===== config.mk =====
export PLATFORM = sky130hd
export DESIGN_NAME = array_list_engine_flat
export DESIGN_NICKNAME = d
export VERILOG_FILES = /design/src/rtl/core/ale_pkg.sv /design/src/rtl/core/ale_if.sv /design/src/rtl/core/ale_ctrl.sv /design/src/rtl/core/ale_datapath.sv /design/src/rtl/core/array_list_engine.sv /design/src/flat_wrapper.sv
export SDC_FILE = /design/constraint.sdc
export NUM_CORES = 1
export LEC_CHECK = 0
export ABC_AREA = 1
export BUFFER_PORTS_ARGS = -buffer_cell sky130_fd_sc_hd__buf_4
export CAP_MARGIN = 40
export CORE_ASPECT_RATIO = 1.5
export CORE_MARGIN = 8
export CORE_UTILIZATION = 45
export DETAILED_ROUTE_END_ITERATION = 16
export PLACE_DENSITY = 0.68
export SLEW_MARGIN = 15
export SYNTH_ARGS = -nofsm -noshare
export SYNTH_HDL_FRONTEND = slang
export SYNTH_SLANG_ARGS = --single-unit

===== constraint.sdc =====
create_clock -name clk -period 4.05 [get_ports clk]
set_input_delay 0.6075 -clock clk [delete_from_list [all_inputs] [get_ports clk]]
set_output_delay 0.6075 -clock clk [all_outputs]
set_load 0.1 [all_outputs]

===== src/rtl/core/ale_pkg.sv =====
package ale_pkg;

	localparam int ALE_DEPTH = 8;

	typedef enum logic [2:0] {
		CMD_INS_FRONT = 3'd0,
		CMD_INS_POS   = 3'd1,
		CMD_REM_FRONT = 3'd2,
		CMD_REM_BACK  = 3'd3,
		CMD_REM_POS   = 3'd4,
		CMD_SEARCH    = 3'd5
	} cmd_t;

	typedef enum logic [2:0] {
		STS_OK       = 3'd0,
		STS_FULL     = 3'd1,
		STS_EMPTY    = 3'd2,
		STS_BADPOS   = 3'd3,
		STS_NOTFOUND = 3'd4
	} status_t;

	typedef enum logic [1:0] {
		OP_NONE,
		OP_INS,
		OP_REM,
		OP_SRCH
	} op_t;

	typedef enum logic [2:0] {
		S_IDLE,
		S_DECODE,
		S_SCAN,
		S_DRAIN,
		S_FINISH
	} state_t;

	typedef struct packed {
		logic load;
		logic decode;
		logic rd_issue;
		logic commit;
	} ale_ctl_t;

	typedef struct packed {
		logic scan_needed;
		logic last_read;
		logic out_free;
	} ale_sts_t;

endpackage


===== src/rtl/core/ale_if.sv =====
interface ale_req_if;
	logic               valid;
	logic               ready;
	logic [2:0]         cmd;
	logic signed [31:0] data_in;
	logic [3:0]         position;

	modport source (output valid, output cmd, output data_in, output position, input ready);
	modport sink (input valid, input cmd, input data_in, input position, output ready);
endinterface

interface ale_rsp_if;
	logic               valid;
	logic               ready;
	logic [2:0]         status;
	logic signed [31:0] data_out;
	logic [2:0]         found_index;
	logic [3:0]         count_out;

	modport source (output valid, output status, output data_out, output found_index,
		output count_out, input ready);
	modport sink (input valid, input status, input data_out, input found_index,
		input count_out, output ready);
endinterface


===== src/rtl/core/ale_ctrl.sv =====
module ale_ctrl
	import ale_pkg::*;
(
	input  logic     clk,
	input  logic     arst_n,
	input  logic     req_valid,
	output logic     req_ready,
	input  ale_sts_t sts,
	output ale_ctl_t ctl
);

	state_t state_q;
	state_t state_nxt;

	always_ff @(posedge clk or negedge arst_n) begin
		if (!arst_n) begin
			state_q <= S_IDLE;
		end else begin
			state_q <= state_nxt;
		end
	end

	always_comb begin
		state_nxt = state_q;
		case (state_q)
			S_IDLE: begin
				if (req_valid) state_nxt = S_DECODE;
			end
			S_DECODE: begin
				state_nxt = sts.scan_needed ? S_SCAN : S_FINISH;
			end
			S_SCAN: begin
				if (sts.last_read) state_nxt = S_DRAIN;
			end
			S_DRAIN: begin
				state_nxt = S_FINISH;
			end
			S_FINISH: begin
				if (sts.out_free) state_nxt = S_IDLE;
			end
			default: begin
				state_nxt = S_IDLE;
			end
		endcase
	end

	always_comb begin
		req_ready    = (state_q == S_IDLE);
		ctl.load     = (state_q == S_IDLE) && req_valid;
		ctl.decode   = (state_q == S_DECODE);
		ctl.rd_issue = (state_q == S_SCAN);
		ctl.commit   = (state_q == S_FINISH) && sts.out_free;
	end

endmodule


===== src/rtl/core/ale_datapath.sv =====
module ale_datapath
	import ale_pkg::*;
#(
	parameter int DEPTH = ALE_DEPTH
) (
	input  logic               clk,
	input  logic               arst_n,
	input  ale_ctl_t           ctl,
	output ale_sts_t           sts,
	input  logic [2:0]         req_cmd,
	input  logic signed [31:0] req_data,
	input  logic [3:0]         req_pos,
	output logic               rsp_valid,
	input  logic               rsp_ready,
	output logic [2:0]         rsp_status,
	output logic signed [31:0] rsp_data,
	output logic [2:0]         rsp_index,
	output logic [3:0]         rsp_count
);

	localparam int AW = (DEPTH > 1) ? $clog2(DEPTH) : 1;
	localparam int CW = $clog2(DEPTH + 1);
	localparam int WW = (CW > 4) ? CW : 4;
	localparam int XW = (AW > 3) ? AW : 3;

	logic signed [31:0] mem_q [DEPTH];

	logic [2:0]         cmd_q;
	logic signed [31:0] word_q;
	logic [3:0]         pos_q;
	logic [CW-1:0]      count_q;
	op_t                op_q;
	logic [AW-1:0]      at_q;
	status_t            status_q;
	logic signed [31:0] removed_q;
	logic [AW-1:0]      found_q;
	logic               found_v_q;
	logic [AW-1:0]      rp_q;
	logic [CW-1:0]      left_q;

	logic               rd_valid_s1;
	logic [AW-1:0]      rd_addr_s1;
	logic signed [31:0] rd_data_s1;

	logic               out_valid_q;
	status_t            out_status_q;
	logic signed [31:0] out_data_q;
	logic [2:0]         out_index_q;
	logic [3:0]         out_count_q;

	logic [WW-1:0]      cnt_w;
	logic [WW-1:0]      pos_w;
	op_t                dec_op;
	status_t            dec_sts;
	logic [CW-1:0]      dec_at;
	logic [CW-1:0]      dec_len;
	logic [AW-1:0]      dec_rp;

	logic [CW-1:0]      cnt_nxt;
	logic [WW-1:0]      cnt_nxt_w;
	logic [XW-1:0]      found_x;

	logic               mem_we;
	logic [AW-1:0]      mem_wa;
	logic signed [31:0] mem_wd;

	// command decode against the current count
	always_comb begin
		cnt_w   = WW'(count_q);
		pos_w   = WW'(pos_q);
		dec_op  = OP_NONE;
		dec_sts = STS_OK;
		dec_at  = '0;
		dec_len = '0;
		dec_rp  = '0;
		case (cmd_q)
			CMD_INS_FRONT, CMD_INS_POS: begin
				if (count_q == CW'(DEPTH)) begin
					dec_sts = STS_FULL;
				end else begin
					dec_op = OP_INS;
					if (cmd_q == CMD_INS_POS) begin
						dec_at = (pos_w > cnt_w) ? count_q : CW'(pos_q);
					end
					dec_len = count_q - dec_at;
					dec_rp  = AW'(count_q - 1'b1);
				end
			end
			CMD_REM_FRONT: begin
				if (count_q == '0) begin
					dec_sts = STS_EMPTY;
				end else begin
					dec_op  = OP_REM;
					dec_len = count_q;
				end
			end
			CMD_REM_BACK: begin
				if (count_q == '0) begin
					dec_sts = STS_EMPTY;
				end else begin
					dec_op  = OP_REM;
					dec_at  = count_q - 1'b1;
					dec_len = CW'(1);
					dec_rp  = AW'(count_q - 1'b1);
				end
			end
			CMD_REM_POS: begin
				if (count_q == '0) begin
					dec_sts = STS_EMPTY;
				end else if (pos_w >= cnt_w) begin
					dec_sts = STS_BADPOS;
				end else begin
					dec_op  = OP_REM;
					dec_at  = CW'(pos_q);
					dec_len = count_q - dec_at;
					dec_rp  = AW'(pos_q);
				end
			end
			CMD_SEARCH: begin
				dec_op  = OP_SRCH;
				dec_sts = STS_NOTFOUND;
				dec_len = count_q;
			end
			default: begin
				dec_op = OP_NONE;
			end
		endcase
	end

	always_comb begin
		case (op_q)
			OP_INS:  cnt_nxt = count_q + 1'b1;
			OP_REM:  cnt_nxt = count_q - 1'b1;
			default: cnt_nxt = count_q;
		endcase
		cnt_nxt_w = WW'(cnt_nxt);
		found_x   = XW'(found_q);
	end

	// single write port: shift stream or final insert
	always_comb begin
		mem_we = 1'b0;
		mem_wa = rd_addr_s1;
		mem_wd = rd_data_s1;
		if (ctl.commit && op_q == OP_INS) begin
			mem_we = 1'b1;
			mem_wa = at_q;
			mem_wd = word_q;
		end else if (rd_valid_s1) begin
			case (op_q)
				OP_INS: begin
					mem_we = 1'b1;
					mem_wa = rd_addr_s1 + 1'b1;
				end
				OP_REM: begin
					if (rd_addr_s1 != at_q) begin
						mem_we = 1'b1;
						mem_wa = rd_addr_s1 - 1'b1;
					end
				end
				default: begin
					mem_we = 1'b0;
				end
			endcase
		end
	end

	always_ff @(posedge clk) begin
		if (mem_we) mem_q[mem_wa] <= mem_wd;
		if (ctl.rd_issue) rd_data_s1 <= mem_q[rp_q];
	end

	always_ff @(posedge clk or negedge arst_n) begin
		if (!arst_n) begin
			count_q     <= '0;
			rd_valid_s1 <= 1'b0;
			out_valid_q <= 1'b0;
		end else begin
			rd_valid_s1 <= ctl.rd_issue;
			if (ctl.commit) begin
				count_q     <= cnt_nxt;
				out_valid_q <= 1'b1;
			end else if (rsp_ready) begin
				out_valid_q <= 1'b0;
			end
		end
	end

	always_ff @(posedge clk) begin
		if (ctl.load) begin
			cmd_q  <= req_cmd;
			word_q <= req_data;
			pos_q  <= req_pos;
		end
		if (ctl.decode) begin
			op_q      <= dec_op;
			status_q  <= dec_sts;
			at_q      <= AW'(dec_at);
			rp_q      <= dec_rp;
			left_q    <= dec_len;
			removed_q <= '0;
			found_q   <= '0;
			found_v_q <= 1'b0;
		end
		if (ctl.rd_issue) begin
			rd_addr_s1 <= rp_q;
			left_q     <= left_q - 1'b1;
			rp_q       <= (op_q == OP_INS) ? rp_q - 1'b1 : rp_q + 1'b1;
		end
		if (rd_valid_s1) begin
			if (op_q == OP_REM && rd_addr_s1 == at_q) removed_q <= rd_data_s1;
			if (op_q == OP_SRCH && !found_v_q && rd_data_s1 == word_q) begin
				found_v_q <= 1'b1;
				found_q   <= rd_addr_s1;
				status_q  <= STS_OK;
			end
		end
		if (ctl.commit) begin
			out_status_q <= status_q;
			out_data_q   <= removed_q;
			out_index_q  <= found_x[2:0];
			out_count_q  <= cnt_nxt_w[3:0];
		end
	end

	assign sts.scan_needed = (dec_len != '0);
	assign sts.last_read   = (left_q == CW'(1));
	assign sts.out_free    = !out_valid_q || rsp_ready;

	assign rsp_valid  = out_valid_q;
	assign rsp_status = out_status_q;
	assign rsp_data   = out_data_q;
	assign rsp_index  = out_index_q;
	assign rsp_count  = out_count_q;

endmodule


===== src/rtl/core/array_list_engine.sv =====
// ordered list of up to DEPTH signed 32-bit words, packed from index 0
// req channel: cmd, data_in, position; one request is taken when valid and
// ready are both high, ready is high only while the engine is idle
// rsp channel: status, data_out, found_index, count_out; one response per request
// each request goes from acceptance to the response register in these steps,
// where len is the number of entries read: latch, decode, one read per entry
// through the single read port of the entry store, drain the last write
// (skipped when len is zero), commit; the next request is taken in the cycle
// after the commit
// inserts and removes shift entries one per cycle, search scans all entries
// a finished response sits in an output register; the engine takes the next
// request while it waits, and holds its commit only if the register is still full
// when the receiver stalls, the engine waits in its commit state
// reset clears the entry count and both valid flags; the entry store keeps its
// contents and is never read beyond the count
module array_list_engine
	import ale_pkg::*;
#(
	parameter int DEPTH = ALE_DEPTH
) (
	input logic         clk,
	input logic         arst_n,
	ale_req_if.sink     req,
	ale_rsp_if.source   rsp
);

	ale_ctl_t ctl;
	ale_sts_t sts;

	ale_ctrl u_ctrl (
		.clk       (clk),
		.arst_n    (arst_n),
		.req_valid (req.valid),
		.req_ready (req.ready),
		.sts       (sts),
		.ctl       (ctl)
	);

	ale_datapath #(
		.DEPTH (DEPTH)
	) u_datapath (
		.clk        (clk),
		.arst_n     (arst_n),
		.ctl        (ctl),
		.sts        (sts),
		.req_cmd    (req.cmd),
		.req_data   (req.data_in),
		.req_pos    (req.position),
		.rsp_valid  (rsp.valid),
		.rsp_ready  (rsp.ready),
		.rsp_status (rsp.status),
		.rsp_data   (rsp.data_out),
		.rsp_index  (rsp.found_index),
		.rsp_count  (rsp.count_out)
	);

endmodule


===== src/flat_wrapper.sv =====
// flat-port wrapper written by rule: the top's interface ports become plain ports
module array_list_engine_flat import ale_pkg::*;
#(
	parameter int DEPTH = ALE_DEPTH
)
  (clk, arst_n, req_valid, req_cmd, req_data_in, req_position, req_ready, rsp_valid, rsp_status, rsp_data_out, rsp_found_index, rsp_count_out, rsp_ready);
  ale_req_if req_i ();
  ale_rsp_if rsp_i ();
  input logic clk;
  input logic arst_n;
  input wire logic [$bits(req_i.valid)-1:0] req_valid;
  input wire logic [$bits(req_i.cmd)-1:0] req_cmd;
  input wire logic [$bits(req_i.data_in)-1:0] req_data_in;
  input wire logic [$bits(req_i.position)-1:0] req_position;
  output wire logic [$bits(req_i.ready)-1:0] req_ready;
  output wire logic [$bits(rsp_i.valid)-1:0] rsp_valid;
  output wire logic [$bits(rsp_i.status)-1:0] rsp_status;
  output wire logic [$bits(rsp_i.data_out)-1:0] rsp_data_out;
  output wire logic [$bits(rsp_i.found_index)-1:0] rsp_found_index;
  output wire logic [$bits(rsp_i.count_out)-1:0] rsp_count_out;
  input wire logic [$bits(rsp_i.ready)-1:0] rsp_ready;
  assign req_i.valid = req_valid;
  assign req_i.cmd = req_cmd;
  assign req_i.data_in = req_data_in;
  assign req_i.position = req_position;
  assign req_ready = req_i.ready;
  assign rsp_valid = rsp_i.valid;
  assign rsp_status = rsp_i.status;
  assign rsp_data_out = rsp_i.data_out;
  assign rsp_found_index = rsp_i.found_index;
  assign rsp_count_out = rsp_i.count_out;
  assign rsp_i.ready = rsp_ready;
  array_list_engine #(.DEPTH(DEPTH)) u_core (.clk(clk), .arst_n(arst_n), .req(req_i), .rsp(rsp_i));
endmodule

==> impl_metrics.yaml <==
logic_synthesis:
  synth_ff_type: "edfxtp_1"
  synth_cells: 1477
  ys_seq_area_share_pct: 71.4
  yosysWarnings: 0
  synth-edff-count: 384
  syn_nets: 1539
  ys_seq_elements: 432
  synthesis.area_um2: 17600
  synth.avg_cell_area_um2: 11.9
  async_flop_share_pct: 2.08
  ys_types: 42
hold_path:
  hold_path_startpoint: "req_data_in[27]"
  hp-class: "in2reg"
  holdPathEnd: "u_core.u_datapath.word_q[27]$_DFFE_PP_"
  hold_path_depth: 1
drt:
  drtPass1Iterations: 7
  vias: 11300
  drc: 0
  wl_um: 41200
  ant_nets: 0
  via_per_inst: 5.41
  avgRoutedWirePerCell_um: 19.6
  first_iter_violations: 852
worst_setup_path:
  r2r-start: "u_core.u_datapath.cnt_w[0]$_DFFE_PN0P_"
  critical-path-slowest-cell: "dfrtp_1"
  required_ns: 4.46
  slowest_delay_ns: 0.42
  path_depth: 24
  reg2reg_depth: 24
  cp.arrival_ns: 3.82
  path_max_fanout: 8
  r2r-end: "u_core.u_ctrl.state_q[1]$_DFFE_PN0P_"
  critPathKind: "reg2reg"
  crit_top_cell: "nand2_1"
  path_buf_inv: 4
  cp_cell_sequence: "clkinv_1 > ha_1 > inv_1 > fa_1 > nand2_1 > nand2_1 > nand2_1 > o21ai_0 > a21oi_1 > ha_1 > inv_1 > fa_1 > inv_1 > nand2_1 > nand2_1 > nor2_1 > nand2_1 > nand2_1 > a21oi_1 > nand2_1 > nor2_1 > nand2_1 > nand2_1 > nand2_1"
  cp-start-kind: "flip-flop"
  crit_family: "adder cells"
  endpoint_kind: "flip-flop"
  reg2reg_slack_ns: 0.64
clock_network:
  htree_levels: 2
  clock-sinks: 432
  clkSlewWorstSetupHoldPaths_ns: 0.07
  cts.path.max_buffers: 3
  clk_latency_ns: 0.54
  clockRootBuffer: "clkbuf_16"
  ctsResizeCount: 0
  cts_buffers: 39
  tritoncts: "yes"
timing:
  slew_violations: 0
  hold_viol: 0
  post-route-period-util_pct: 84.1
  rsz0062_at_grt: "no"
  slew_headroom_pct: 39.5
  worst_slack_ns: 0.643
  period_minus_slack_ns: 3.41
  tightest_slew_ns: 0.898
  fmax_mhz: 294
  report.final.setup_viol: 0
  skew_ns: 0.0178
  setup_tns_ns: 0
  fin_hold_ws_ns: 0.245
floorplanning:
  dieWidth_um: 177
  io-pin-count: 87
  fp.dieH_um: 258
  rows: 88
  start_util_pct: 45.6
  dieArea_um2: 45800
  design.core.area_um2: 38500
pwr:
  ir_drop_mv: 0.518
  p_leak_nw: 7.22
  p_per_area_nw_per_um2: 715
global_routing:
  grt_start_max_net_pins: 80
  antenna_found_initial: 0
  gr-total-overflow: 0
  grt_pass1_vias: 11100
  grt_pass1_wl_um: 62900
  gr-usage-all-layers_pct: 17.8
placement:
  place_ws_ns: 0.638
  dp_hpwl_um: 25400
  port_buffers: 86
  placed_cell_area_um2: 18800
  place_congestion: 0.901
outcome:
  status: "finished, final reports clean"
cells_and_area:
  area_growth_pct: 14.3
  post_route_cells_drive_above_1_share_pct: 12.5
  stdcell_area_um2: 20100
  fin_nets: 1633
  final_util_pct: 52.1
  diodes: 0
job:
  cap_violations: 0
[layout make-up]
class                   instances  area [µm²]
repair buffers                123         991
clock buffers                  60        1100
flip-flops and latches        432       12500
fillers                      3243       18500
well taps                     495         619
multi-input cells             874        4350
clock inverters                11         104
inverters                     101         379
[worst max-delay path by stage]
stage / from / end / slack, ns
4_1_cts: u_core.u_datapath.cnt_w[0]$_DFFE_PN0P_ / u_core.u_ctrl.state_q[1]$_DFFE_PN0P_ / 0.63
2_1_floorplan: u_core.u_datapath.rsp_valid$_DFFE_PN0P_ / u_core.u_datapath.mem_q[1][0]$_DFFE_PP_ / 0.50
3_5_place_dp: u_core.u_datapath.cnt_w[0]$_DFFE_PN0P_ / u_core.u_ctrl.state_q[1]$_DFFE_PN0P_ / 0.64
6_report: u_core.u_datapath.cnt_w[0]$_DFFE_PN0P_ / u_core.u_ctrl.state_q[1]$_DFFE_PN0P_ / 0.64
5_1_grt: u_core.u_datapath.cnt_w[0]$_DFFE_PN0P_ / u_core.u_ctrl.state_q[1]$_DFFE_PN0P_ / 0.33
3_3_place_gp: u_core.u_datapath.cnt_w[0]$_DFFE_PN0P_ / u_core.u_ctrl.state_q[1]$_DFFE_PN0P_ / 0.62
[flip-flops by register name, indices dropped and copies added (netlist names), 2 cells and up]
name                          count
u_core.u_datapath.op_q            2
u_core.u_ctrl.state_q             3
u_core.u_datapath.cnt_w           4
u_core.u_datapath.pos_q           4
u_core.u_datapath.word_q         32
u_core.u_datapath.at_q            3
u_core.u_datapath.cmd_q           3
u_core.u_datapath.rd_data_s1     32
u_core.u_datapath.rsp_index       3
u_core.u_datapath.mem_q         256
u_core.u_datapath.rsp_count       4
u_core.u_datapath.status_q        3
u_core.u_datapath.rp_q            3
u_core.u_datapath.rd_addr_s1      3
u_core.u_datapath.found_q         3
u_core.u_datapath.rsp_status      3
u_core.u_datapath.removed_q      32
u_core.u_datapath.rsp_data       32
u_core.u_datapath.left_q          4
[cell families after synthesis]
logic type / after synthesis / share of synthesized area (%)
and+or+nand+nor: 520 / 12.2
DFF: 432 / 71.4
AOI/OAI and AO/OA: 305 / 9.30
buffers and inverters: 171 / 4.09
xor gates and xnor gates: 29 / 1.49
adders and majority gates: 19 / 1.48
muxes: 1 / 0.0570
[power by group]
part           internal (mW)  switching [mW]
sequential              5.84           0.275
combinational           1.31            3.41
clock                   2.00            1.53
[metal layers]
layer / vias to the layer above / global-route usage [%] / wire (µm)
li1: 5383 / - / -
met1: 5517 / 21.3 / 16400
met4: 0 / 8.99 / 1890
met2: 342 / 31.0 / 20900
met5: - / 0 / 0
met3: 101 / 2.37 / 1920
[Yosys cell counts (all sizes together) (4+ instances only)]
cell type  instances  share of area [%]
clkbuf            42               0.90
dfrtp              9                1.3
o22ai             36                1.3
a21oi             10               0.28
a31oi             33                1.2
or2                7               0.25
ha                16                1.1
inv               99                2.1
xnor2             15               0.79
o21ai            218                6.2
dfxtp             39                4.4
nand2            145                3.1
buf               28                1.0
nor2             280                6.1
nor3b              5               0.21
nor3               6               0.20
nand3             62                1.8
nand3b             4               0.17
edfxtp           384                 66
xor2              14               0.70
nand4             11               0.39
[repair_timing]
action | 4_1_cts | 5_1_grt
hold buffers | 1 | 0
buffers inserted | 0 | 0
hold endpoints to repair | 9 | 0
[stage by stage]
stage          instances  power [mW]
6_report            2096        14.4
5_1_grt             2096        15.2
4_1_cts             2092        14.5
3_5_place_dp        2020        10.9
3_3_place_gp        2018        10.8
2_1_floorplan       1477        9.45
[cell usage in the layout, fill, tap and decap left out, drive strengths merged, types with 33 or more instances in the layout]
master / instances
inv: 100
buf: 122
dfxtp: 39
nand2: 145
o22ai: 36
nand3: 62
clkbuf: 60
edfxtp: 384
o21ai: 218
a31oi: 33
nor2: 280
No activity file was read; power rests on OpenSTA's default activity.
